[src/rtl/core/txdr_pkg.sv]
// Types and fixed constants of the transmit descriptor ring producer.
// No dependencies; compile before all other files of the block.
`timescale 1ns / 1ps

package txdr_pkg;

  localparam int unsigned IDX_W   = 16;
  localparam int unsigned SLOT_W  = 15;
  localparam int unsigned LEN_W   = 16;
  localparam int unsigned ADDR_W  = 49;
  localparam int unsigned WORD_W  = 64;
  localparam int unsigned STAT_W  = 2;
  localparam int unsigned APB_AW  = 4;
  localparam int unsigned APB_DW  = 64;

  localparam int unsigned BUFFER_BYTES   = 2048;
  localparam int unsigned BUF_SHIFT      = $clog2(BUFFER_BYTES);
  localparam int unsigned DOORBELL_CHUNK = 128;
  localparam int unsigned MIN_LENGTH     = 6;

  localparam logic [IDX_W-1:0] RING_ENTRIES_RST = 16'd1024;

  // Descriptor word layout
  localparam int unsigned TYPE_LSB    = 60;
  localparam int unsigned HDR_CNT_LSB = 48;
  localparam logic [3:0]  HDR_TYPE    = 4'h1;
  localparam logic [3:0]  GTH_TYPE    = 4'h4;

  // Result status codes
  localparam logic [STAT_W-1:0] ST_QUEUED  = 2'd0;
  localparam logic [STAT_W-1:0] ST_SHORT   = 2'd1;
  localparam logic [STAT_W-1:0] ST_LONG    = 2'd2;
  localparam logic [STAT_W-1:0] ST_NO_ROOM = 2'd3;

  // Register indexes, taken from paddr[3] (byte address 8*i)
  localparam logic REG_RING_ENTRIES = 1'b0;
  localparam logic REG_BUFFER_BASE  = 1'b1;

  typedef struct packed {
    logic [IDX_W-1:0] producer_slot;
    logic [IDX_W-1:0] batch_budget;
    logic [IDX_W-1:0] batch_used;
    logic [IDX_W-1:0] doorbell_acc;
  } ring_state_t;

  typedef struct packed {
    logic [STAT_W-1:0] status;
    logic [SLOT_W-1:0] slot_index;
    logic [WORD_W-1:0] header_word;
    logic [WORD_W-1:0] gather_word;
    logic [ADDR_W-1:0] gather_address;
    logic              ring_doorbell;
  } result_t;

endpackage

[src/rtl/core/txdr_step.sv]
// Per-item logic: budget, length checks, descriptor packing, index update.
// Depends on txdr_pkg.
`timescale 1ns / 1ps

module txdr_step (
  input  txdr_pkg::ring_state_t              state,
  input  logic [txdr_pkg::IDX_W-1:0]         ring_entries,
  input  logic [txdr_pkg::ADDR_W-1:0]        buffer_base,
  input  logic [txdr_pkg::LEN_W-1:0]         packet_length,
  input  logic [txdr_pkg::IDX_W-1:0]         consumer_index,
  input  logic                               batch_start,
  input  logic                               batch_end,
  output txdr_pkg::ring_state_t              state_nxt,
  output txdr_pkg::result_t                  result
);
  import txdr_pkg::*;

  logic [IDX_W-1:0]  budget;
  logic [IDX_W-1:0]  used;
  logic [IDX_W-1:0]  fresh_budget;
  logic              no_room;
  logic              too_short;
  logic              too_long;
  logic              queued;
  logic [IDX_W-1:0]  slot_plus2;
  logic [IDX_W-1:0]  used_after;
  logic [IDX_W-1:0]  acc_sum;
  logic              bell;
  logic [ADDR_W-1:0] offset;

  always_comb begin
    fresh_budget = (ring_entries - IDX_W'(2) - state.producer_slot + consumer_index)
                 & (ring_entries - IDX_W'(1));
    budget = batch_start ? fresh_budget : state.batch_budget;
    used   = batch_start ? '0 : state.batch_used;

    no_room   = (used >= budget);
    too_short = (packet_length < LEN_W'(MIN_LENGTH));
    too_long  = ({1'b0, packet_length} > (LEN_W+1)'(BUFFER_BYTES));
    queued    = !no_room && !too_short && !too_long;

    slot_plus2 = state.producer_slot + IDX_W'(2);
    used_after = queued ? (used + IDX_W'(2)) : used;
    acc_sum    = state.doorbell_acc + used_after;
    bell       = batch_end && (acc_sum > IDX_W'(DOORBELL_CHUNK));

    offset = ADDR_W'(state.producer_slot[IDX_W-1:1]) << BUF_SHIFT;

    state_nxt.batch_budget  = budget;
    state_nxt.batch_used    = used_after;
    state_nxt.producer_slot = state.producer_slot;
    if (queued) begin
      state_nxt.producer_slot = (slot_plus2 >= ring_entries) ? '0 : slot_plus2;
    end
    state_nxt.doorbell_acc = state.doorbell_acc;
    if (batch_end) begin
      state_nxt.doorbell_acc = bell ? (acc_sum - IDX_W'(DOORBELL_CHUNK)) : acc_sum;
    end

    // Room check takes priority over the length checks
    if (no_room) begin
      result.status = ST_NO_ROOM;
    end else if (too_short) begin
      result.status = ST_SHORT;
    end else if (too_long) begin
      result.status = ST_LONG;
    end else begin
      result.status = ST_QUEUED;
    end

    result.slot_index     = '0;
    result.header_word    = '0;
    result.gather_word    = '0;
    result.gather_address = '0;
    if (queued) begin
      result.slot_index  = state.producer_slot[SLOT_W-1:0];
      result.header_word = (WORD_W'(HDR_TYPE) << TYPE_LSB)
                         | (WORD_W'(1) << HDR_CNT_LSB)
                         | WORD_W'(packet_length);
      result.gather_word = (WORD_W'(GTH_TYPE) << TYPE_LSB) | WORD_W'(packet_length);
      result.gather_address = buffer_base + offset;
    end
    result.ring_doorbell = bell;
  end

endmodule

[src/rtl/core/tx_descriptor_ring_producer.sv]
// Top level of the transmit descriptor ring producer: ring state, config
// registers and the output stage. Depends on txdr_pkg and txdr_step.
`timescale 1ns / 1ps

//  channel | direction | handshake               | payload
//  --------+-----------+-------------------------+--------------------------------------
//  in_     | input     | in_valid / in_ready     | packet_length, consumer_index,
//          |           |                         | batch_start, batch_end
//  out_    | output    | out_valid / out_ready   | status, slot_index, header_word,
//          |           |                         | gather_word, gather_address, ring_doorbell
//  cfg_    | input     | APB write, pready = 1   | ring_entries (0x0), buffer_base (0x8)
//
//  Each item's result is registered at the accepting edge, and the ring state
//  advances at that same edge, so items go back to back while in_ready is high.
//  The only loop is the ring state feeding the per-item logic.
//  Reset is synchronous, active low, and clears the ring state and the valid bits.
//  A stalled output parks one result in a skid register; in_ready drops only
//  while that register holds an item, so it never depends on out_ready.

module tx_descriptor_ring_producer (
  input  logic                               clk,
  input  logic                               rst_n,

  input  logic                               in_valid,
  output logic                               in_ready,
  input  logic [txdr_pkg::LEN_W-1:0]         in_packet_length,
  input  logic [txdr_pkg::IDX_W-1:0]         in_consumer_index,
  input  logic                               in_batch_start,
  input  logic                               in_batch_end,

  output logic                               out_valid,
  input  logic                               out_ready,
  output logic [txdr_pkg::STAT_W-1:0]        out_status,
  output logic [txdr_pkg::SLOT_W-1:0]        out_slot_index,
  output logic [txdr_pkg::WORD_W-1:0]        out_header_word,
  output logic [txdr_pkg::WORD_W-1:0]        out_gather_word,
  output logic [txdr_pkg::ADDR_W-1:0]        out_gather_address,
  output logic                               out_ring_doorbell,

  input  logic                               cfg_psel,
  input  logic                               cfg_penable,
  input  logic                               cfg_pwrite,
  input  logic [txdr_pkg::APB_AW-1:0]        cfg_paddr,
  input  logic [txdr_pkg::APB_DW-1:0]        cfg_pwdata,
  output logic [txdr_pkg::APB_DW-1:0]        cfg_prdata,
  output logic                               cfg_pready
);
  import txdr_pkg::*;

  // Config registers
  logic [IDX_W-1:0]  ring_entries_r;
  logic [ADDR_W-1:0] buffer_base_r;
  logic              cfg_wr;
  logic              cfg_sel;

  // Ring state
  ring_state_t state_r;
  ring_state_t state_nxt;
  result_t     step_res;

  // Output stage: main register plus one skid register
  logic    out_valid_r;
  logic    skid_valid_r;
  result_t out_data_r;
  result_t skid_data_r;
  logic    in_fire;
  logic    out_fire;

  assign cfg_pready = 1'b1;
  assign cfg_sel    = cfg_paddr[3];
  assign cfg_wr     = cfg_psel && cfg_penable && cfg_pwrite && cfg_pready;

  always_comb begin
    case (cfg_sel)
      REG_RING_ENTRIES: cfg_prdata = APB_DW'(ring_entries_r);
      REG_BUFFER_BASE:  cfg_prdata = APB_DW'(buffer_base_r);
      default:          cfg_prdata = '0;
    endcase
  end

  always_ff @(posedge clk) begin
    if (!rst_n) begin
      ring_entries_r <= RING_ENTRIES_RST;
      buffer_base_r  <= '0;
    end else if (cfg_wr) begin
      case (cfg_sel)
        REG_RING_ENTRIES: ring_entries_r <= cfg_pwdata[IDX_W-1:0];
        REG_BUFFER_BASE:  buffer_base_r  <= cfg_pwdata[ADDR_W-1:0];
        default:          ;
      endcase
    end
  end

  txdr_step u_step (
    .state          (state_r),
    .ring_entries   (ring_entries_r),
    .buffer_base    (buffer_base_r),
    .packet_length  (in_packet_length),
    .consumer_index (in_consumer_index),
    .batch_start    (in_batch_start),
    .batch_end      (in_batch_end),
    .state_nxt      (state_nxt),
    .result         (step_res)
  );

  assign in_ready = !skid_valid_r;
  assign in_fire  = in_valid && in_ready;
  assign out_fire = out_valid_r && out_ready;

  // Advance the ring state once per accepted item
  always_ff @(posedge clk) begin
    if (!rst_n) begin
      state_r <= '0;
    end else if (in_fire) begin
      state_r <= state_nxt;
    end
  end

  // Valid bits of the output stage
  always_ff @(posedge clk) begin
    if (!rst_n) begin
      out_valid_r  <= 1'b0;
      skid_valid_r <= 1'b0;
    end else if (skid_valid_r) begin
      // Drain the skid register into the free output slot
      if (out_fire) begin
        skid_valid_r <= 1'b0;
      end
    end else if (in_fire) begin
      if (out_valid_r && !out_ready) begin
        skid_valid_r <= 1'b1;
      end else begin
        out_valid_r <= 1'b1;
      end
    end else if (out_fire) begin
      out_valid_r <= 1'b0;
    end
  end

  // Payload of the output stage
  always_ff @(posedge clk) begin
    if (skid_valid_r) begin
      if (out_fire) begin
        out_data_r <= skid_data_r;
      end
    end else if (in_fire) begin
      if (out_valid_r && !out_ready) begin
        skid_data_r <= step_res;
      end else begin
        out_data_r <= step_res;
      end
    end
  end

  assign out_valid          = out_valid_r;
  assign out_status         = out_data_r.status;
  assign out_slot_index     = out_data_r.slot_index;
  assign out_header_word    = out_data_r.header_word;
  assign out_gather_word    = out_data_r.gather_word;
  assign out_gather_address = out_data_r.gather_address;
  assign out_ring_doorbell  = out_data_r.ring_doorbell;

endmodule

[config.mk]
export PLATFORM = sky130hd
export DESIGN_NAME = tx_descriptor_ring_producer
export DESIGN_NICKNAME = d
export VERILOG_FILES = /design/src/rtl/core/txdr_pkg.sv /design/src/rtl/core/txdr_step.sv /design/src/rtl/core/tx_descriptor_ring_producer.sv
export SDC_FILE = /design/constraint.sdc
export NUM_CORES = 1
export LEC_CHECK = 0
export BUFFER_PORTS_ARGS = -buffer_cell sky130_fd_sc_hd__buf_2
export CORE_MARGIN = 8
export CORE_UTILIZATION = 50
export CTS_CLUSTER_SIZE = 24
export DETAILED_ROUTE_END_ITERATION = 12
export PLACE_DENSITY = 0.71
export SYNTH_ARGS = -nofsm -noshare
export SYNTH_HDL_FRONTEND = slang
export SYNTH_SLANG_ARGS = --single-unit
export TNS_END_PERCENT = 5
[constraint.sdc]
create_clock -name clk -period 11.7 [get_ports clk]
set_clock_uncertainty 0.15 [all_clocks]
set_input_delay 2.925 -clock clk [delete_from_list [all_inputs] [get_ports clk]]
set_output_delay 2.925 -clock clk [all_outputs]
set_load 0.005 [all_outputs]
# --- Word level (Yosys, flattened, before mapping) ---
# Cells that the tools add are included.
totals:
  regBits: 521
  latch_bits: 0
  ram_bits: 0
  rom_bits: 0
  inputBits: 109
  mem_count: 0
op_classes:
  addsub: 9
  multipliers: 0
  div_mod_pow: 0
  order_cmp: 5
  eq_ne: 3
  shift: 0
  mux: 21
  bitwise_logic: 3
  reduce_logical: 22
ops:
  columns: ["op", "n"]
  rows:
  - ["195-bit 2-to-1 mux", 4]
  - ["192-bit 2-to-1 mux", 1]
  - ["64-bit one-hot mux with 2 select lines", 1]
  - ["16-bit 2-to-1 mux", 5]
  - ["49-bit by 26-bit adder with 49-bit output", 1]
  - ["16-bit adder", 2]
  - ["16-bit by 2-bit adder with 16-bit output, second input constant", 2]
  - ["16-bit greater-or-equal comparator", 2]
  - ["16-bit bitwise AND", 1]
  - ["16-bit by 12-bit > comparator with 1-bit output, second input constant", 1]
  - ["16-bit by 8-bit > comparator with 1-bit output, second input constant", 1]
  - ["16-bit by 3-bit less-than comparator with 1-bit output, second input constant", 1]
  - ["16-bit by 1-bit subtractor with 16-bit output, second input constant", 1]
  - ["16-bit subtractor", 1]
  - ["16-bit by 2-bit subtractor with 16-bit output, second input constant", 1]
  - ["16-bit by 8-bit subtractor with 16-bit output, second input constant", 1]
  - ["3-bit AND reduction", 3]
  - ["1-bit logical AND", 8]
  - ["2-bit AND reduction", 4]
  - ["1-bit 2-to-1 mux", 7]
  - ["2-bit 2-to-1 mux", 3]
  - ["1-bit logical NOT", 5]
  - ["2-bit inequality test, second input constant", 2]
  - ["2-bit nonzero test", 2]
  - ["other kinds (2)", 3]

# --- Depth between registers and ports, before layout ---
# Gate-level depths: netlist of the first run.
logic_depth:
  ltp_word: 16
  mapped_depth: 37
  mapped_depth_nobuf: 36

# --- Cells and area by module ---
# A second synthesis of the first run with hierarchy kept.
unflattened:
  hier_cells: 2200
  hier_area_um2: 26009.9
modules_own_cells:
  columns: ["mod", "n_inst", "cells_each", "area_per_inst_um2"]
  rows:
  - ["tx_descriptor_ring_producer", 1, 1243, 19354.8]
  - ["txdr_step", 1, 957, 6655.1]

# --- Least setup slack after synthesis of the first run ---
# No wires, ideal clock.
synth_timing:
  path_type: "input-to-reg"
  startpoint: "input in_consumer_index[3] in the netlist's numbering"
  endpoint: "register out_data_r (netlist bit out_ring_doorbell) (data pin)"
  arrival_time_ns: 9.682
  required_time_ns: 11.283
  slack_ns: 1.601
  cell_stages: 34
  n_path_buf: 2
  cell_sequence: "inv_1 -> ha_1 -> fa_1 -> inv_1 -> ha_1 -> nor2b_1 -> o21a_1 -> o21ai_0 -> a21oi_1 -> a41o_1 -> o41a_1 -> a31oi_1 -> xnor2_1 -> a31oi_1 -> ha_1 -> nand4_1 -> nor3_2 -> o21ai_0 -> o211ai_4 -> inv_2 -> clkbuf_1 -> clkbuf_1 -> nand2_1 -> nand2_1 -> ha_1 -> a211oi_2 -> nor2_1 -> xor2_1 -> or4_1 -> o21ba_1 -> nor4b_4 -> o211ai_2 -> nand2_1 -> o21ai_0"
synth_rtl:
  columns: ["item", "line", "source"]
  rows:
  - ["start: declaration", "tx_descriptor_ring_producer.sv:27", "input logic [txdr_pkg::IDX_W-1:0] in_consumer_index,"]
  - ["end signal: assignment", "tx_descriptor_ring_producer.sv:144", "out_data_r <= skid_data_r;"]
  - ["end signal: assignment", "tx_descriptor_ring_producer.sv:150", "out_data_r <= step_res;"]
  - ["end: declaration", "tx_descriptor_ring_producer.sv:64", "result_t out_data_r;"]

==> qor.yml, run 1 <==
status: "finished clean"
power_density_nw_per_um2: 127.1
hp-class: "reg2reg"
min_period_ps: 10810
place_ws_ps: 440.3
swShare: 0.2659
fin_util: 0.5626
endpoint_kind: "flop"
first_global_vias: 13453
crit_buf_inv: 5
drv_cap: 0
final_max_slew_viol_count: 0
p_leak_nw: 8.396
p_switching_w: 0.0006700
layout.nets: 2294
cts.path.max_buffers: 3
antenna_found_initial: 3
grt_pass1_wl_mm: 73.33
syn2layout_area_growth_pct: 11.93
gp_congestion: 0.8867
firstDrtPassIters: 7
power.internal_w: 0.001849
ys.flop_type: "edfxtp_1"
synth_top_area_frac: 0.2849
drc: 0
reg2reg_depth: 32
clk_latency_ps: 520
r2r_end: "state_r[15]"
dieArea_um2: 41690
num_io_pins: 371
synth.yosys.seq_area_share: 0.4319
avgSynthCellArea_um2: 9.417
place_hpwl_mm: 35.43
crit_type: "in2reg"
worst_pin_slew_ps: 1110
setup_tns_ps: 0
port_buffers: 243
grtUsageTotal: 0.2177
holdPathStages: 2
crit_required_ps: 11960
postCtsSetupBuffers: 0
crit_cells: 36
cts-hold-fix-buffers: 0
drive_gt1_frac: 0.1805
min_from: "state_r[40]"
rows: 69
hold_ws_ps: 306.5
rsz0062_at_grt: "false"
cts_tree: "done"
postSynthCellCount: 1880
finalWorstSetupSlack_ps: 889.0
route.vias.total: 14016
vias_per_cell: 5.464
crit_top_cell: "ha_1"
crit_slowest_cell: "ha_1"
rrSetupSlack_ps: 2940
ys_ff_latch: 298
p_comb_frac: 0.136
avgRoutedWirePerCell_um: 18.59
fp.coreArea_um2: 35220
syn-cell-area_um2: 17700
finalPower_w: 0.002519
h-tree-depth: 2
cts.sinks: 298
ys_async_sr_fraction: 0
yosysTopAreaCell: "edfxtp_1"
arrival_ps: 11070
yosysWarnings: 0
start_kind: "input pin"
die_h_um: 204.2
crit_fanout: 10
initial_core_util: 0.5026
pwr-share-clk: 0.399
dieWidth_um: 204.2
max_stage_delay_ps: 490
p_seq_frac: 0.465
ir_worst_vdd_mv: 0.08543
timing.fmax_mhz: 92.50
drt_iter0_drc: 972
setup-violations-final: 0
grt_overflow_total: 0
hold_viol: 0
clk_pin_slew_worst_paths_ps: 60
worst_r2r_startpoint: "state_r[51]"
grt_max_degree: 85
synth_edf_count: 168
crit_family: "compound AO/OA/AOI/OAI gates"
numCtsBuffers: 34
hold_end: "state_r[40]"
wl_mm: 47.69
yosys-top-cells-area: "edfxtp_1, dfxtp_1, ha_1"
min_period_over_period: 0.9240
max-slew-margin-rel: 0.2599
synth_cell_type_count: 77
drtAntennaViolNets: 0
cts_resized: 0
cts_root_buf: "clkbuf_16"
==> metrics by stage <==
step,std cells,cell area (um^2)
floorplan,1993,18130
global placement,2499,18760
detailed placement,2499,18760
CTS,2561,19810
global route,2563,19810
finish,2565,19820
==> sequential cells by signal, indices dropped and copies added (netlist names), 2 cells and up <==
name and cells:
out_slot_index 15, skid_data_r 84, buffer_base_r 49, state_r 63, out_gather_address 49, out_gather_word 16
ring_entries_r 16, out_status 2
==> tightest hold or removal path, stage by stage (launching register included) <==
cell and delay, ps:
dfxtp_1 310, nand2_1 50, a21oi_1 50
==> cells in the final DEF (no fill, tap or decap), types with 7 or more instances in the layout <==
| cell type | instances |
|---|---|
| a22oi_1 | 8 |
| nor3_1 | 44 |
| mux2_2 | 47 |
| a21oi_1 | 145 |
| conb_1 | 115 |
| clkbuf_16 | 35 |
| a21o_1 | 21 |
| edfxtp_1 | 168 |
| mux2i_1 | 7 |
| or2_2 | 7 |
| o21ai_0 | 60 |
| buf_4 | 12 |
| inv_1 | 82 |
| a31oi_1 | 14 |
| o31ai_1 | 24 |
| xnor2_1 | 59 |
| buf_2 | 243 |
| ha_1 | 94 |
| o21a_1 | 20 |
| nand3_1 | 37 |
| and4_1 | 7 |
| and2_1 | 79 |
| nand2_1 | 263 |
| xor2_1 | 39 |
| or3_1 | 10 |
| dfxtp_1 | 129 |
| nand3b_1 | 7 |
| clkinv_2 | 7 |
| nor2b_1 | 24 |
| clkbuf_1 | 10 |
| a211oi_1 | 9 |
| nor2_1 | 116 |
| fa_1 | 17 |
| nand4_1 | 22 |
| nor4_1 | 9 |
| a32o_1 | 11 |
| and3_1 | 16 |
==> area by class of cell <==
type	count	area, um^2
Antenna cell	4	10.01
Clock buffer	48	954.7
Clock inverter	14	88.84
Fill cell	3163	15410
Inverter	85	320.3
Multi-Input combinational cell	1400	8911
Sequential cell	298	7649
Tap cell	461	576.8
Timing Repair Buffer	255	1306
==> power groups by stage <==
stage	Sequential [W]	Clock (W)	Combinational [W]
2_1_floorplan	0.00119	0	0.000261
3_3_place_gp	0.00119	0	0.000335
3_5_place_dp	0.00119	0	0.000342
4_1_cts	0.00117	0.00103	0.000344
5_1_grt	0.00118	0.00106	0.000383
6_report	0.00117	0.00100	0.000344
==> metal layers <==
metal,share of wire,global-route usage,up-vias
met5,0.00027,0,-
met4,0.030,0.07740,2
met3,0.073,0.03614,87
met2,0.46,0.3484,533
met1,0.44,0.2947,6640
li1,-,-,6754
==> cells by family (layout without fill, tap and decap cells) <==
group | count (synthesis) | count (layout) | share of synthesized area
buffers and inverters | 295 | 402 | 0.09004
other | 2 | 119 | 0.0004242
AOI/OAI and AO/OA | 363 | 363 | 0.1322
and+or+nand+nor | 659 | 659 | 0.1774
DFF | 298 | 298 | 0.4319
muxes | 54 | 54 | 0.03385
xor gates and xnor gates | 98 | 98 | 0.04848
adders and majority gates | 111 | 111 | 0.08565
==> Yosys cell counts (44+ instances only) <==
cell type	number
nand2_1	263
buf_4	129
inv_1	82
mux2_2	47
edfxtp_1	168
nor2_1	117
nor3_1	44
ha_1	94
and2_1	79
dfxtp_1	130
xnor2_1	59
clkbuf_1	64
a21oi_1	146
o21ai_0	60
==> worst max-delay path by stage <==
stage / start / slack [ps] / endpoint
after floorplan: in_consumer_index[3] / 1600 / out_ring_doorbell
after global placement: in_consumer_index[2] / 720 / state_r[15]
after detailed placement: in_consumer_index[2] / 440 / state_r[15]
after CTS: in_consumer_index[2] / 930 / state_r[15]
after global routing: in_consumer_index[2] / 220 / state_r[9]
final: in_consumer_index[1] / 890 / state_r[15]
(Power assumes the default switching activity.)
==> run 2, diff against run 1 <==
--- a/config.mk
+++ b/config.mk
@@ -6,7 +6,6 @@
 export NUM_CORES = 1
 export LEC_CHECK = 0
 export BUFFER_PORTS_ARGS = -buffer_cell sky130_fd_sc_hd__buf_2
-export CORE_MARGIN = 8
 export CORE_UTILIZATION = 50
 export CTS_CLUSTER_SIZE = 24
 export DETAILED_ROUTE_END_ITERATION = 12
==> run 2 against run 1 <==
Against the previous run: global-route usage increased by 2.8 points; worst setup slack improved by 67 ps; sequential power about the same; via count increased by 0.82%; critical path depth decreased by 2; non-clock buffer count increased by 1; clock-buffer cell count decreased by 8; sequential cell count unchanged.
==> qor.yml, run 2 (same netlist as run 1, synthesis figures left out) <==
status: "finished clean"
route.vias.total: 14131
layout.nets: 2295
rows: 68
antenna_found_initial: 1
endpoint_kind: "flop"
setup_tns_ps: 0
clk_pin_slew_worst_paths_ps: 50
p_leak_nw: 8.445
cts.sinks: 298
cts_root_buf: "clkbuf_16"
cts_resized: 0
dieWidth_um: 190.2
drv_cap: 0
max_stage_delay_ps: 620
largest_reg_flops: 84
port_buffers: 243
setup-violations-final: 0
swShare: 0.2593
ir_worst_vdd_mv: 0.09526
final_common_cell: "nand2_1"
crit_type: "in2reg"
h-tree-depth: 2
p_comb_frac: 0.133
critical_path.startpoint: "in_consumer_index[2]"
largestRegisters: "skid_data_r: 84 flops, state_r: 63 flops"
worst_pin_slew_ps: 1156
rsz0062_at_grt: "false"
clk_latency_ps: 510
vias_per_cell: 5.526
cts.path.max_buffers: 3
firstDrtPassIters: 6
min_period_over_period: 0.9183
drt_iter0_drc: 977
worst_r2r_startpoint: "state_r[50]"
dr_wl_met2_mm: 21.30
power_density_nw_per_um2: 130.4
dieArea_um2: 36160
pwr-share-clk: 0.416
wl_mm: 45.43
grtUsageTotal: 0.2459
drtAntennaViolNets: 0
initial_core_util: 0.5100
cts_tree: "done"
finalPower_w: 0.002594
crit_fanout: 9
first_global_vias: 13135
gp_congestion: 0.8782
arrival_ps: 11000
p_seq_frac: 0.451
place_hpwl_mm: 32.81
drc: 0
power.internal_w: 0.001922
max-slew-margin-rel: 0.2278
avgRoutedWirePerCell_um: 17.77
grt_overflow_total: 0
drt-met1-wl_mm: 19.40
timing.fmax_mhz: 93.08
min_from: "state_r[41]"
crit_required_ps: 11960
fp.coreArea_um2: 34710
crit_slowest_cell: "a2111oi_0"
wl_met3_mm: 3.560
hp-class: "reg2reg"
fin_util: 0.5732
grt_max_degree: 81
syn2layout_area_growth_pct: 12.40
grt_pass1_wl_mm: 70.13
num_io_pins: 371
hold_viol: 0
mostFrequentLayoutCells: "nand2_1, buf_2, edfxtp_1, a21oi_1, dfxtp_1"
drive_gt1_frac: 0.1823
cts-hold-fix-buffers: 0
start_kind: "input pin"
highest-signal-layer: "met4"
final_max_slew_viol_count: 0
min_period_ps: 10740
regMostFlops: "skid_data_r"
die_h_um: 190.2
numCtsBuffers: 34
postCtsSetupBuffers: 0
p_switching_w: 0.0006727
[run 2: cell types whose count changed in the layout (fill, tap and decap cells not counted)]
| cell | before | now |
|---|---|---|
| clkbuf_1 | 10 | 4 |
| bufinv_16 | 0 | 4 |
| clkinv_1 | 5 | 8 |
| diode_2 | 4 | 1 |
| clkbuf_8 | 3 | 1 |
| buf_4 | 12 | 13 |
| clkinv_4 | 0 | 1 |
[run 2: worst paths after layout]
| kind | cells after the start | slack [ps] | end |
|---|---|---|---|
| max | 34 | 960 | state_r[9] |
| min | 2 | 310 | state_r[41] |
| max reg2reg | 32 | 3010 | state_r[9] |
| min reg2reg | 2 | 310 | state_r[41] |
[run 2: per-layer routing]
metal / vias up / GRT usage
met4: 0 / 0.07385
met3: 81 / 0.03191
met1: 6683 / 0.3312
met2: 623 / 0.4114
met5: - / 0
li1: 6744 / -
[run 2: per-stage QoR]
step / cell area, um^2 / hold WS [ps] / instances / setup slack (ps)
after floorplan: 18130 / 283.8 / 1993 / 1601
after global placement: 18760 / 289.3 / 2494 / 655.5
after detailed placement: 18760 / 300.2 / 2494 / 524.1
after CTS: 19900 / 308.1 / 2556 / 1057
after global routing: 19900 / 325.5 / 2557 / 330.3
final: 19900 / 310.2 / 2557 / 956.4
[run 2: area by class of cell]
type                            count  area (um^2)
Multi-Input combinational cell   1400         8911
Antenna cell                        1        2.502
Inverter                           85        320.3
Clock buffer                       40        904.6
Tap cell                          455        569.3
Clock inverter                     22        229.0
Fill cell                        3066        14810
Timing Repair Buffer              256         1314
Sequential cell                   298         7649
[run 2: worst max-delay path: cells and delay by family]
kind / cells / cell delay [ps]
compound gates: 12 / 2960
simple gates: 11 / 2350
fa+ha+maj: 5 / 2000
xor+xnor: 2 / 390
buf+inv: 4 / 380
[run 2: power groups by stage]
| stage | sequential (W) | clock, W | combinational (W) |
|---|---|---|---|
| after floorplan | 0.00119 | 0 | 0.000261 |
| final | 0.00117 | 0.00108 | 0.000345 |
| after global placement | 0.00119 | 0 | 0.000335 |
| after global routing | 0.00117 | 0.00114 | 0.000381 |
| after CTS | 0.00117 | 0.00110 | 0.000343 |
| after detailed placement | 0.00119 | 0 | 0.000341 |
